File: config.mk
export PLATFORM = sky130hd
export DESIGN_NAME = varint_stream_decoder_flat
export DESIGN_NICKNAME = d
export VERILOG_FILES = /design/src/rtl/core/vsd_pkg.sv /design/src/rtl/core/vsd_stream_if.sv /design/src/rtl/core/vsd_step.sv /design/src/rtl/core/varint_stream_decoder.sv /design/src/flat_wrapper.sv
export SDC_FILE = /design/constraint.sdc
export NUM_CORES = 1
export LEC_CHECK = 0
export ABC_AREA = 1
export ABC_CLOCK_PERIOD_IN_PS = 4059
export BUFFER_PORTS_ARGS = -buffer_cell sky130_fd_sc_hd__clkbuf_2
export CAP_MARGIN = 20
export CORE_UTILIZATION = 30
export CTS_BUF_LIST = sky130_fd_sc_hd__clkbuf_8
export CTS_CLUSTER_DIAMETER = 200
export DETAILED_ROUTE_END_ITERATION = 6
export PLACE_DENSITY_LB_ADDON = 0.05
export REMOVE_ABC_BUFFERS = 1
export SLEW_MARGIN = 10
export SYNTH_ARGS = -nofsm -noshare
export SYNTH_HDL_FRONTEND = slang
export SYNTH_SLANG_ARGS = --single-unit
export TNS_END_PERCENT = 5
File: constraint.sdc
create_clock -name clk -period 4.06 [get_ports clk]
set_clock_uncertainty 0.05 [all_clocks]
set_input_delay 0.609 -clock clk [delete_from_list [all_inputs] [get_ports clk]]
set_output_delay 0.609 -clock clk [all_outputs]
set_load 0.01 [all_outputs]
File: src/rtl/core/vsd_pkg.sv
// ----------------------------------------------------------------------------
// vsd_pkg
// Shared types and constants for the varint stream decoder.
// ----------------------------------------------------------------------------
package vsd_pkg;

    localparam int unsigned ValueWidth = 64;
    localparam int unsigned CountWidth = 4;
    localparam int unsigned ByteWidth  = 8;
    localparam int unsigned CfgIdxWidth  = 1;
    localparam int unsigned CfgDataWidth = 1;

    localparam logic [CountWidth-1:0] MaxBytes64 = 4'd10;
    localparam logic [CountWidth-1:0] MaxBytes32 = 4'd5;
    localparam logic [6:0]            PayloadMask = 7'h7F;
    localparam int unsigned           ContBit = 7;

    // configuration register indexes
    localparam logic [CfgIdxWidth-1:0] CfgWidthMode  = 1'b0;
    localparam logic [CfgIdxWidth-1:0] CfgZigzagMode = 1'b1;

    typedef struct packed {
        logic [ValueWidth-1:0] acc;
        logic [CountWidth-1:0] cnt;
        logic                  discarding;
    } dec_state_t;

    typedef struct packed {
        logic [ValueWidth-1:0] value;
        logic [CountWidth-1:0] byte_count;
        logic                  error;
        logic                  buffer_end;
    } dec_result_t;

    typedef struct packed {
        logic width_mode;
        logic zigzag_mode;
    } dec_cfg_t;

endpackage

File: src/rtl/core/vsd_stream_if.sv
// ----------------------------------------------------------------------------
// vsd_byte_if / vsd_result_if
// Valid/ready channels for input bytes and decoded results.
// ----------------------------------------------------------------------------
interface vsd_byte_if;
    logic       valid;
    logic       ready;
    logic [7:0] data_byte;
    logic       last_byte;

    modport source (output valid, output data_byte, output last_byte, input ready);
    modport sink   (input valid, input data_byte, input last_byte, output ready);
endinterface

interface vsd_result_if;
    logic        valid;
    logic        ready;
    logic [63:0] value;
    logic [3:0]  byte_count;
    logic        error;
    logic        buffer_end;

    modport source (output valid, output value, output byte_count, output error,
                    output buffer_end, input ready);
    modport sink   (input valid, input value, input byte_count, input error,
                    input buffer_end, output ready);
endinterface

File: src/rtl/core/vsd_step.sv
// ----------------------------------------------------------------------------
// vsd_step
// One-byte update of the decoder state and the result it produces.
// ----------------------------------------------------------------------------
module vsd_step (
    input  vsd_pkg::dec_state_t      state,
    input  vsd_pkg::dec_cfg_t        cfg,
    input  logic [7:0]               data_byte,
    input  logic                     last_byte,
    output vsd_pkg::dec_state_t      state_next,
    output vsd_pkg::dec_result_t     result,
    output logic                     has_result
);
    import vsd_pkg::*;

    logic [CountWidth-1:0] limit;
    logic [6:0]            shamt;
    logic [ValueWidth-1:0] acc_new;
    logic [CountWidth-1:0] cnt_new;
    logic [31:0]           n32;
    logic [31:0]           z32;
    logic [ValueWidth-1:0] fin;

    assign limit   = cfg.width_mode ? MaxBytes32 : MaxBytes64;
    // 7 * cnt; only used while cnt < limit, so it stays below 64
    assign shamt   = {state.cnt, 3'b000} - {3'b000, state.cnt};
    assign cnt_new = state.cnt + 4'd1;

    always_comb
    begin
        acc_new = state.acc
                | ({57'd0, data_byte[6:0] & PayloadMask} << shamt[5:0]);
        if (cfg.width_mode)
        begin
            acc_new[63:32] = '0;
        end
    end

    // zigzag and width finishing of a completed number
    always_comb
    begin
        n32 = acc_new[31:0];
        z32 = {1'b0, n32[31:1]} ^ {32{n32[0]}};
        unique case ({cfg.width_mode, cfg.zigzag_mode})
            2'b11:   fin = {{32{z32[31]}}, z32};
            2'b10:   fin = {32'd0, n32};
            2'b01:   fin = {1'b0, acc_new[63:1]} ^ {ValueWidth{acc_new[0]}};
            default: fin = acc_new;
        endcase
    end

    always_comb
    begin
        state_next = state;
        result     = '0;
        has_result = 1'b0;
        priority if (state.discarding)
        begin
            if (last_byte)
            begin
                state_next = '0;
            end
        end
        else if (state.cnt >= limit)
        begin
            state_next            = '0;
            state_next.discarding = ~last_byte;
            result.error          = 1'b1;
            result.buffer_end     = last_byte;
            has_result            = 1'b1;
        end
        else if (!data_byte[ContBit])
        begin
            state_next        = '0;
            result.value      = fin;
            result.byte_count = cnt_new;
            result.buffer_end = last_byte;
            has_result        = 1'b1;
        end
        else if (last_byte)
        begin
            state_next        = '0;
            result.error      = 1'b1;
            result.buffer_end = 1'b1;
            has_result        = 1'b1;
        end
        else
        begin
            state_next.acc = acc_new;
            state_next.cnt = cnt_new;
        end
    end

endmodule

File: src/rtl/core/varint_stream_decoder.sv
// ----------------------------------------------------------------------------
// varint_stream_decoder
// Base-128 varint decoder over a byte stream, one byte per clock unless stalled.
// ----------------------------------------------------------------------------
// Usage:
//   byte_ch   : input beats, one raw byte each; last_byte marks buffer end.
//   result_ch : output beats, at most one per input byte: value, byte_count,
//               error, buffer_end. Errors carry value 0 and byte_count 0.
//   cfg_we / cfg_index / cfg_data : register writes (0 width_mode,
//               1 zigzag_mode), only while the block is idle.
// Path: a byte passes the input register, then the result register (two
//   register stages), before it shows at the outputs.
// Throughput: one byte per cycle unless result_ch holds off a result; the
//   per-byte shift-or into the accumulator and zigzag finish are combinational.
// Reset: clears the number state, discard flag, modes and both valid flags.
// Stall: when result_ch is held off, the result register keeps its beat and
//   the input register still holds one more byte; bytes that give no result
//   pass through even while the result register is full.
// ----------------------------------------------------------------------------
module varint_stream_decoder (
    input  logic                                clk,
    input  logic                                rst_n,
    input  logic                                cfg_we,
    input  logic [vsd_pkg::CfgIdxWidth-1:0]     cfg_index,
    input  logic [vsd_pkg::CfgDataWidth-1:0]    cfg_data,
    vsd_byte_if.sink                            byte_ch,
    vsd_result_if.source                        result_ch
);
    import vsd_pkg::*;

    dec_cfg_t    cfg_reg;
    dec_state_t  state_reg;
    dec_state_t  state_next;
    dec_result_t step_result;
    logic        step_has_result;

    // input register
    logic        in_valid_reg;
    logic [7:0]  in_byte_reg;
    logic        in_last_reg;

    // result register
    logic        out_valid_reg;
    dec_result_t out_reg;

    logic out_free;
    logic step_go;

    // config writes
    always_ff @(posedge clk or negedge rst_n)
    begin
        if (!rst_n)
        begin
            cfg_reg <= '0;
        end
        else if (cfg_we)
        begin
            unique case (cfg_index)
                CfgWidthMode:  cfg_reg.width_mode  <= cfg_data[0];
                CfgZigzagMode: cfg_reg.zigzag_mode <= cfg_data[0];
                default:       cfg_reg <= cfg_reg;
            endcase
        end
    end

    vsd_step u_step (
        .state      (state_reg),
        .cfg        (cfg_reg),
        .data_byte  (in_byte_reg),
        .last_byte  (in_last_reg),
        .state_next (state_next),
        .result     (step_result),
        .has_result (step_has_result)
    );

    // The staged byte moves on when the result slot is free or when it makes
    // no result at all.
    assign out_free      = ~out_valid_reg | result_ch.ready;
    assign step_go       = in_valid_reg & (out_free | ~step_has_result);
    assign byte_ch.ready = ~in_valid_reg | step_go;

    always_ff @(posedge clk or negedge rst_n)
    begin
        if (!rst_n)
        begin
            in_valid_reg <= 1'b0;
        end
        else if (byte_ch.ready)
        begin
            in_valid_reg <= byte_ch.valid;
        end
    end

    always_ff @(posedge clk)
    begin
        if (byte_ch.valid && byte_ch.ready)
        begin
            in_byte_reg <= byte_ch.data_byte;
            in_last_reg <= byte_ch.last_byte;
        end
    end

    always_ff @(posedge clk or negedge rst_n)
    begin
        if (!rst_n)
        begin
            state_reg <= '0;
        end
        else if (step_go)
        begin
            state_reg <= state_next;
        end
    end

    always_ff @(posedge clk or negedge rst_n)
    begin
        if (!rst_n)
        begin
            out_valid_reg <= 1'b0;
        end
        else if (step_go && step_has_result)
        begin
            out_valid_reg <= 1'b1;
        end
        else if (result_ch.ready)
        begin
            out_valid_reg <= 1'b0;
        end
    end

    always_ff @(posedge clk)
    begin
        if (step_go && step_has_result)
        begin
            out_reg <= step_result;
        end
    end

    assign result_ch.valid      = out_valid_reg;
    assign result_ch.value      = out_reg.value;
    assign result_ch.byte_count = out_reg.byte_count;
    assign result_ch.error      = out_reg.error;
    assign result_ch.buffer_end = out_reg.buffer_end;

endmodule

File: src/flat_wrapper.sv
// flat-port wrapper written by rule: the top's interface ports become plain ports
module varint_stream_decoder_flat import vsd_pkg::*;
  (clk, rst_n, cfg_we, cfg_index, cfg_data, byte_ch_valid, byte_ch_data_byte, byte_ch_last_byte, byte_ch_ready, result_ch_valid, result_ch_value, result_ch_byte_count, result_ch_error, result_ch_buffer_end, result_ch_ready);
  vsd_byte_if byte_ch_i ();
  vsd_result_if result_ch_i ();
  input  logic clk;
  input  logic rst_n;
  input  logic cfg_we;
  input  logic [vsd_pkg::CfgIdxWidth-1:0] cfg_index;
  input  logic [vsd_pkg::CfgDataWidth-1:0] cfg_data;
  input wire logic [$bits(byte_ch_i.valid)-1:0] byte_ch_valid;
  input wire logic [$bits(byte_ch_i.data_byte)-1:0] byte_ch_data_byte;
  input wire logic [$bits(byte_ch_i.last_byte)-1:0] byte_ch_last_byte;
  output wire logic [$bits(byte_ch_i.ready)-1:0] byte_ch_ready;
  output wire logic [$bits(result_ch_i.valid)-1:0] result_ch_valid;
  output wire logic [$bits(result_ch_i.value)-1:0] result_ch_value;
  output wire logic [$bits(result_ch_i.byte_count)-1:0] result_ch_byte_count;
  output wire logic [$bits(result_ch_i.error)-1:0] result_ch_error;
  output wire logic [$bits(result_ch_i.buffer_end)-1:0] result_ch_buffer_end;
  input wire logic [$bits(result_ch_i.ready)-1:0] result_ch_ready;
  assign byte_ch_i.valid = byte_ch_valid;
  assign byte_ch_i.data_byte = byte_ch_data_byte;
  assign byte_ch_i.last_byte = byte_ch_last_byte;
  assign byte_ch_ready = byte_ch_i.ready;
  assign result_ch_valid = result_ch_i.valid;
  assign result_ch_value = result_ch_i.value;
  assign result_ch_byte_count = result_ch_i.byte_count;
  assign result_ch_error = result_ch_i.error;
  assign result_ch_buffer_end = result_ch_i.buffer_end;
  assign result_ch_i.ready = result_ch_ready;
  varint_stream_decoder u_core (.clk(clk), .rst_n(rst_n), .cfg_we(cfg_we), .cfg_index(cfg_index), .cfg_data(cfg_data), .byte_ch(byte_ch_i), .result_ch(result_ch_i));
endmodule
# After elaboration in Yosys (flattened, before gate mapping)
# Cells that the tools add are included.
[word_totals] reg_bits=152 latchBits=0 ram_bits=0 mem_bits_ro=0 output_inout_bits=72 wordCells=58 mem_count=0
[classes] add_sub_neg=2 multipliers=0 div=0 n_lt_le_gt_ge=1 n_eq_ne=4 n_shift=1 mux=18 bitwise_logic=12 n_reduce_logical=7
[op_table] operator="$mux 69" n=4
[op_table] operator="$pmux 64 s3" n=1
[op_table] operator="$mux 68" n=1
[op_table] operator="$or 64x64->64" n=1
[op_table] operator="$shl 7x6->64" n=1
[op_table] operator="$xor 63x64->64" n=1
[op_table] operator="$mux 32" n=1
[op_table] operator="$xor 31x32->32" n=1
[op_table] operator="$mux 1" n=8
[op_table] operator="$reduce_and 2->1" n=3
[op_table] operator="$sub 6x4->6" n=1
[op_table] operator="$not 1->1" n=5
[op_table] operator="$add 4x1->4 const B" n=1
[op_table] operator="$eq 2x2->1 const B" n=2
[op_table] operator="$ge 4x4->1" n=1
[op_table] operator="$mux 2" n=2
[op_table] operator="$mux 4" n=1
[op_table] operator="$or 1x1->1" n=3
[op_table] operator="$reduce_or 3->1" n=1
[op_table] operator="$eq 2x1->1 const B" n=1
[op_table] operator="$logic_and 1x1->1" n=2
[op_table] operator="$ne 2x2->1 const B" n=1
[op_table] operator="$reduce_bool 2->1" n=1
[op_table] operator="$and 1x1->1" n=1

# Depth between registers and ports, before layout
# Gate-level depths: netlist of the first run.
[logic_depth] word_depth=9 ltp_mapped=19

# Cells and area by module
# A second synthesis of the first run with hierarchy kept.
[hier_totals] cells_unflattened=1419 hier_area_um2=9848.2
[modules_own_cells] mod="varint_stream_decoder" n_inst=1 cells_each=400 area_each_um2=5260.0
[modules_own_cells] mod="vsd_step" n_inst=1 cells_each=1019 area_each_um2=4588.2

# Worst setup path before layout of the first run
# No wires, ideal clock.
[synth_timing] kind="register -> register" from="register u_core.cfg_reg[1] in the netlist's numbering" to="register u_core.out_reg, in the netlist u_core.result_ch.buffer_end (enable)" t_arrival_ps=3182 setup_slack_ps=403 path_stages_with_launch=13 n_path_buf=1 synth_period_minus_slack_ps=3657 path_cell_list="dfrtp_1 -> inv_2 -> clkbuf_1 -> ha_1 -> nand4_1 -> nand3_1 -> inv_1 -> nand3_1 -> nand2_1 -> nand2_1 -> inv_1 -> nand3_1 -> inv_1"
[synth_via] elab_chain_len=8
[synth_rtl] element="start, declared" line="varint_stream_decoder.sv:31" rtl="dec_cfg_t cfg_reg;"
[synth_rtl] element="start signal, assigned" line="varint_stream_decoder.sv:61" rtl="default: cfg_reg <= cfg_reg;"
[synth_rtl] element="$mux 4 *" line="vsd_step.sv:24" rtl="assign limit = cfg.width_mode ? MaxBytes32 : MaxBytes64;"
[synth_rtl] element="$ge 4x4->1 *" line="vsd_step.sv:64" rtl="else if (state.cnt >= limit)"
[synth_rtl] element="$mux 1 *" line="vsd_step.sv:64"
[synth_rtl] element="$mux 1 *" line="vsd_step.sv:57" rtl="priority if (state.discarding)"
[synth_rtl] element="$not 1->1" line="varint_stream_decoder.sv:79" rtl="assign step_go = in_valid_reg & (out_free | ~step_has_result);"
[synth_rtl] element="$or 1x1->1" line="varint_stream_decoder.sv:79"
[synth_rtl] element="$and 1x1->1" line="varint_stream_decoder.sv:79"
[synth_rtl] element="$logic_and 1x1->1 *" line="varint_stream_decoder.sv:133" rtl="if (step_go && step_has_result)"
[synth_rtl] element="end signal, assigned" line="varint_stream_decoder.sv:135" rtl="out_reg <= step_result;"
[synth_rtl] element="end, declared" line="varint_stream_decoder.sv:44" rtl="dec_result_t out_reg;"
# Every way passes the cells marked *; elsewhere a longest branch is shown, timed or not.
# A chain may end at the register's enable or synchronous reset.

# Worst setup path in the final report of the first run
[layout_timing] from="register u_core.state_reg[1] in the netlist's numbering" to="register u_core.out_reg, in the netlist u_core.result_ch.value[52], data pin"
[layout_via] elab_chain_len=6 elab_cells_between_ends=9 classes_between="1 x add/sub; 1 x order compare; 1 x shift; 2 x mux; 3 x bitwise; 1 x reduce/logical"
[layout_rtl] element="start, declared" line="varint_stream_decoder.sv:32" rtl="dec_state_t state_reg;"
[layout_rtl] element="start signal, assigned" line="varint_stream_decoder.sv:111" rtl="state_reg <= state_next;"
[layout_rtl] element="$sub 6x4->6" line="vsd_step.sv:26" rtl="assign shamt = {state.cnt, 3'b000} - {3'b000, state.cnt};"
[layout_rtl] element="$shl 7x6->64" line="vsd_step.sv:32" rtl="| ({57'd0, data_byte[6:0] & PayloadMask} << shamt[5:0]);"
[layout_rtl] element="$or 64x64->64" line="vsd_step.sv:32"
[layout_rtl] element="$mux 32" line="vsd_step.sv:33" rtl="if (cfg.width_mode)"
[layout_rtl] element="$xor 63x64->64" line="vsd_step.sv:47" rtl="2'b01: fin = {1'b0, acc_new[63:1]} ^ {ValueWidth{acc_new[0]}};"
[layout_rtl] element="$pmux 64 s3" line="vsd_step.sv:44" rtl="unique case ({cfg.width_mode, cfg.zigzag_mode})"
# Parallel ways exist; a longest one is shown, timed or not.

==> impl_metrics.csv, run 1 <==
group,metric,value,unit
run_status,status,"completed",
logic_synthesis,async_reset_ff_share,48.0,%
setup_path,worstSetupEndpointType,"register",
logic_synthesis,ys_top_cells_by_count,"284 x nand2_1, 182 x nand3_1, 127 x inv_1",
clocking,cts_buffer_depth,2,
setup_path,cp_top_family,"simple AND/OR/NAND/NOR gates",
clocking,cts_tree,"built",
placed_design,io_buffer_count,87,
logic_synthesis,synth_top_area_cell,"edfxtp_1",
timing,worstMarginPinSlew,0.946,ns
grt,grt_pass1_wl,45000,um
route,wl_per_cell,18.0,um
clocking,clk_latency,0.46,ns
setup_path,path_cells,"inv_2 > ha_1 > nand3_1 > nand2_1 > nand2_1 > nand2_2 > inv_2 > o21ai_0 > nand3_1 > nand2_1 > nand3_1 > nand2_1 > nor2_1 > nor2_1",
setup_path,max_stage_delay,0.67,ns
clocking,cts_setup_buffers,0,
grt,overflow,0,
die,fp.dieH,174,um
logic_synthesis,ys_types,34,
setup_path,critical_path_class,"reg2reg",
setup_path,worstReg2RegStart,"u_core.state_reg[1]$_DFFE_PN0P_",
placed_design,gp_congestion,0.862,
logic_synthesis,syn-cell-area,8850,um2
setup_path,cp_num_cells,14,
setup_path,r2r_slack,0.68,ns
clocking,cts.clk_slew.worst_paths,0.09,ns
logic_synthesis,synth_ff_type,"edfxtp_1",
setup_path,cpMaxStageDelayCell,"dfrtp_1",
logic_synthesis,synth_cells,1147,
route,firstDrtPassIters,7,
power,seqPwrFrac,26.6,%
timing,hold_ws,0.219,ns
cells_and_area,diodes,0,
power,swShare,53.4,%
timing,post-route-period-util,83.4,%
route,ant_nets,0,
logic_synthesis,yosysSeqAreaShare,47.4,%
timing,drv_slew,0,
die,rows,62,
clocking,cts_resized,0,
clocking,cts_buffers,17,
die,coreArea,28900,um2
cells_and_area,largest_reg_flops,69,
power,p_leak,0.00476,uW
timing,fin_setup_tns,0,ns
clocking,cts_hold_buf,0,
power,switching_power,4670,uW
placed_design,hpwl,18100,um
grt,grt_start_max_net_pins,116,
timing,setup_viol,0,
die,initial_utilization,30.7,%
power,p_per_area,883,nW/um2
die,die_x,174,um
logic_synthesis,yosys.area.top_type_share,26.8,%
timing,finalCriticalPeriod,3.38,ns
route,drc,0,
setup_path,r2r_cells,14,
setup_path,cp.required,4.24,ns
timing,slew_headroom,36.9,%
setup_path,cp_common_cell,"nand2_1",
die,ios,88,
grt,grt_antenna_before_repair,0,
clocking,cts_max_level,4,
setup_path,cp-start-kind,"register",
logic_synthesis,yosys-top-cells-area,"edfxtp_1 27%, dfrtp_1 21%, nand2_1 12%",
grt,track_usage,19.4,%
route,vias,7742,
power,pwr-share-clk,13.1,%
logic_synthesis,synth_edf_count,79,
power,vdd_drop_max,0.337,mV
cells_and_area,synthToLayoutAreaGrowth,11.9,%
timing,rsz0062_at_grt,"false",
route,wirelength,28600,um
clocking,cts.sinks,152,
logic_synthesis,syn_avg_cell_area,7.72,um2
timing,hold_violations,0,
cells_and_area,final_nets,1216,
timing,timing.fmax,295,MHz
route,drt_iter0_markers,521,
power,internal_power,4080,uW
cells_and_area,final_layout_size_suffix_gt1_share,12.8,%
setup_path,arrival,3.56,ns
setup_path,rr_endpoint,"u_core.result_ch.value[52]$_SDFFCE_PP0P_",
die,die_area,30200,um2
power,total_power,8750,uW
setup_path,crit_fanout,34,
power,combPwrFrac,60.3,%
grt,grt_pass1_vias,7651,
route,routed_via_density,4.87,
flow_run,cap_viol_max_count,0,
min_path,hold_class,"in2async",
clocking,root_buffer,"clkbuf_8",
setup_path,crit_buf_inv,2,
logic_synthesis,ys_ff_latch,152,
logic_synthesis,yosysMostFrequentCell,"nand2_1",
logic_synthesis,yosys_warnings,0,
kinds of logic after synthesis:
family          Yosys count  synth area share (%)
buf+inv                 212                  10.2
fa+ha+maj                 7                 0.989
xor+xnor                 18                  1.78
simple gates            583                  28.9
flops                   152                  47.4
compound gates          175                  10.7
cells in the final DEF (no fill, tap or decap), types with 32 or more instances in the layout:
cell,n
inv_1,130
a21oi_1,38
o21ai_0,88
nand4_1,32
nand3_1,182
nand2_1,284
clkbuf_2,86
dfrtp_1,72
nor2_1,66
edfxtp_1,79
power groups by stage:
stage | Combinational, uW | Sequential, uW | Clock, uW
floorplan | 3220 | 2490 | 0
finish | 5280 | 2320 | 1150
CTS | 5330 | 2330 | 1200
global route | 5930 | 2370 | 1250
detailed placement | 5310 | 2360 | 0
global placement | 5310 | 2360 | 0
area by class of cell:
cell class,instances,area [um2]
fill,3166,19000
sequential,152,4200
multi-input combinational,783,3760
timing repair buffer,104,591
inverter,135,507
tap,384,480
clock buffer,18,248
clock inverter,13,118
worst max path at each step:
stage	start	end	slack (ns)
after CTS	u_core.state_reg[1]$_DFFE_PN0P_	u_core.result_ch.value[20]$_SDFFCE_PP0P_	0.66
after floorplan	u_core.cfg_reg[1]$_DFFE_PN0P_	u_core.state_reg[1]$_DFFE_PN0P_	-0.35
after detailed placement	u_core.state_reg[1]$_DFFE_PN0P_	u_core.result_ch.value[20]$_SDFFCE_PP0P_	0.69
after global placement	u_core.state_reg[1]$_DFFE_PN0P_	u_core.result_ch.value[26]$_SDFFCE_PP0P_	0.73
final	u_core.state_reg[1]$_DFFE_PN0P_	u_core.result_ch.value[52]$_SDFFCE_PP0P_	0.68
after global routing	u_core.state_reg[1]$_DFFE_PN0P_	u_core.result_ch.value[20]$_SDFFCE_PP0P_	0.33
per-stage QoR:
step | utilization (%) | cell area [um2] | worst slack, ns | std cells
CTS | 34.3 | 9910 | 0.656 | 1589
floorplan | - | 8460 | -0.346 | 1070
global placement | 33.1 | 9540 | 0.729 | 1558
detailed placement | 33.1 | 9540 | 0.691 | 1558
global route | 34.3 | 9910 | 0.328 | 1589
finish | 34.3 | 9910 | 0.675 | 1589
layer usage:
metal | vias to the layer above | global-route usage [%] | share of wire (%)
met1 | 3689 | 27.2 | 51
li1 | 3904 | - | -
met3 | 18 | 2.87 | 2.5
met5 | - | 0 | 0
met4 | 0 | 4.28 | 0.97
met2 | 131 | 31.5 | 46
No activity file was read; power rests on OpenSTA's default activity.
==> inputs of run 2 (changes only) <==
- ABC_CLOCK_PERIOD_IN_PS: 4059 -> 3290
- clock period: 4.06 -> 3.29 ns (I/O delays scaled with it)
==> impl_metrics.csv, run 2 (synthesis gave the netlist of run 1 again) <==
group,metric,value,unit
run_status,status,"completed",
setup_path,critical_path_class,"reg2reg",
clocking,clk_latency,0.47,ns
die,coreArea,28900,um2
placed_design,io_buffer_count,87,
cells_and_area,final_layout_size_suffix_gt1_share,14.4,%
placed_design,placedCellCount,1577,
min_path,holdPathStages,1,
timing,slew_headroom,51.1,%
placed_design,hpwl,19300,um
clocking,cts_tree,"built",
clocking,cts.clk_slew.worst_paths,0.10,ns
power,p_per_area,1110,nW/um2
cells_and_area,fillers,3131,
placed_design,gp_congestion,0.842,
clocking,cts.sinks,152,
timing,setup_viol,0,
timing,hold_violations,0,
setup_path,rr_endpoint,"u_core.result_ch.value[38]$_SDFFCE_PP0P_",
setup_path,r2r_slack,0.37,ns
power,total_power,11200,uW
route,wirelength,28800,um
die,rows,62,
route,wl_per_cell,17.9,um
timing,timing.fmax,343,MHz
cells_and_area,diodes,0,
setup_path,cp-start-kind,"register",
setup_path,worstSetupEndpointType,"register",
placed_design,place_area,9720,um2
clocking,cts_buffers,17,
min_path,min_from,"byte_ch_last_byte",
power,seqPwrFrac,25.2,%
cells_and_area,final_nets,1236,
die,die_x,174,um
clocking,cts_setup_buffers,0,
route,drc,0,
grt,grt_pass1_wl,45400,um
cells_and_area,mostFrequentLayoutCells,"284 x nand2_1, 182 x nand3_1, 126 x inv_1",
route,firstDrtPassIters,5,
cells_and_area,register_area,4200,um2
timing,post-route-period-util,88.7,%
cells_and_area,multi_input_area,3760,um2
timing,rsz0062_at_grt,"false",
route,vias,7935,
grt,overflow,0,
setup_path,cp.required,3.56,ns
die,ios,88,
power,swShare,53.1,%
cells_and_area,final_common_cell,"nand2_1",
route,routed_via_density,4.93,
cells_and_area,largest_reg_flops,69,
setup_path,worstReg2RegStart,"u_core.state_reg[2]$_DFFE_PN0P_",
placed_design,pre_cts_slack,0.394,ns
die,die_area,30200,um2
power,internal_power,5270,uW
clocking,root_buffer,"clkbuf_8",
power,pwr-share-clk,13.2,%
power,vdd_drop_max,0.491,mV
timing,drv_slew,0,
route,ant_nets,0,
cells_and_area,fin_area,10100,um2
cells_and_area,synthToLayoutAreaGrowth,14.3,%
grt,grt_pass1_vias,7663,
grt,grt_antenna_before_repair,0,
die,fp.dieH,174,um
setup_path,crit_fanout,11,
timing,worstMarginPinSlew,0.733,ns
grt,track_usage,19.6,%
grt,grt_start_max_net_pins,62,
flow_run,cap_viol_max_count,0,
die,initial_utilization,30.7,%
route,drt_iter0_markers,624,
setup_path,arrival,3.18,ns
power,p_leak,0.00485,uW
clocking,cts_max_level,4,
power,combPwrFrac,61.6,%
timing,finalCriticalPeriod,2.92,ns
clocking,cts_buffer_depth,2,
min_path,hold_end,"u_core.in_last_reg$_DFFE_PP_",
power,switching_power,5960,uW
min_path,hold_class,"in2reg",
cells_and_area,layout.cells.non_filler,1610,
setup_path,r2r_cells,13,
timing,hold_ws,0.146,ns
timing,worst_slack,0.371,ns
-- run 2: per-stage QoR --
step	util, %	setup TNS, ns
CTS	35.0	0
global placement	33.7	0
floorplan	-	-111.01
global route	35.0	0
detailed placement	33.7	0
finish	35.0	0
-- run 2: how the worst max path moves through the flow --
stage                                                          end                             from  cells past startpoint  slack [ns]
after floorplan                    u_core.state_reg[1]$_DFFE_PN0P_    u_core.cfg_reg[1]$_DFFE_PN0P_                     12       -1.12
after global placement    u_core.result_ch.value[62]$_SDFFCE_PP0P_  u_core.state_reg[2]$_DFFE_PN0P_                     13        0.34
after detailed placement  u_core.result_ch.value[32]$_SDFFCE_PP0P_  u_core.state_reg[1]$_DFFE_PN0P_                     12        0.39
after CTS                 u_core.result_ch.value[38]$_SDFFCE_PP0P_  u_core.state_reg[2]$_DFFE_PN0P_                     13        0.36
after global routing      u_core.result_ch.value[38]$_SDFFCE_PP0P_  u_core.state_reg[2]$_DFFE_PN0P_                     13        0.08
final                     u_core.result_ch.value[38]$_SDFFCE_PP0P_  u_core.state_reg[2]$_DFFE_PN0P_                     13        0.37
-- run 2: layer usage --
| metal | global-route usage (%) | up-vias | routed length (um) |
|---|---|---|---|
| met2 | 30.8 | 168 | 12900 |
| met3 | 2.83 | 30 | 992 |
| met1 | 27.8 | 3798 | 14300 |
| met4 | 5.99 | 0 | 510 |
| li1 | - | 3939 | - |
| met5 | 0 | - | 0 |
-- run 2: power by group through the flow --
| stage | Combinational [uW] | Clock (uW) | Sequential [uW] |
|---|---|---|---|
| 2_1_floorplan | 3970 | 0 | 3070 |
| 3_3_place_gp | 6950 | 0 | 2880 |
| 3_5_place_dp | 6940 | 0 | 2880 |
| 4_1_cts | 6970 | 1540 | 2840 |
| 5_1_grt | 7710 | 1590 | 2890 |
| 6_report | 6920 | 1480 | 2830 |
-- run 2: critical path, cell delays in order (launching register included) --
cell	delay, ns
dfrtp_1	0.51
inv_1	0.13
ha_1	0.34
inv_1	0.30
nand3_1	0.11
nand2_1	0.17
nand2_1	0.07
nand2_1	0.31
nand4_1	0.20
nand2_1	0.16
nand2_1	0.09
nand2_1	0.09
nand3_1	0.06
a21oi_1	0.18
-- run 2: timing repair --
| action | in CTS | in global routing |
|---|---|---|
| resized for setup | 0 | 0 |
| hold endpoints to repair | 33 | 0 |
| hold buffers | 1 | 0 |
| endpoints found under the setup margin | 0 | 0 |
-- run 2: final cells by class --
type / instances / share of cell area (%)
tap: 384 / 4.75
clock inverter: 15 / 1.47
sequential: 152 / 41.5
timing repair buffer: 124 / 7.72
clock buffer: 17 / 2.31
inverter: 135 / 5.01
multi-input combinational: 783 / 37.2
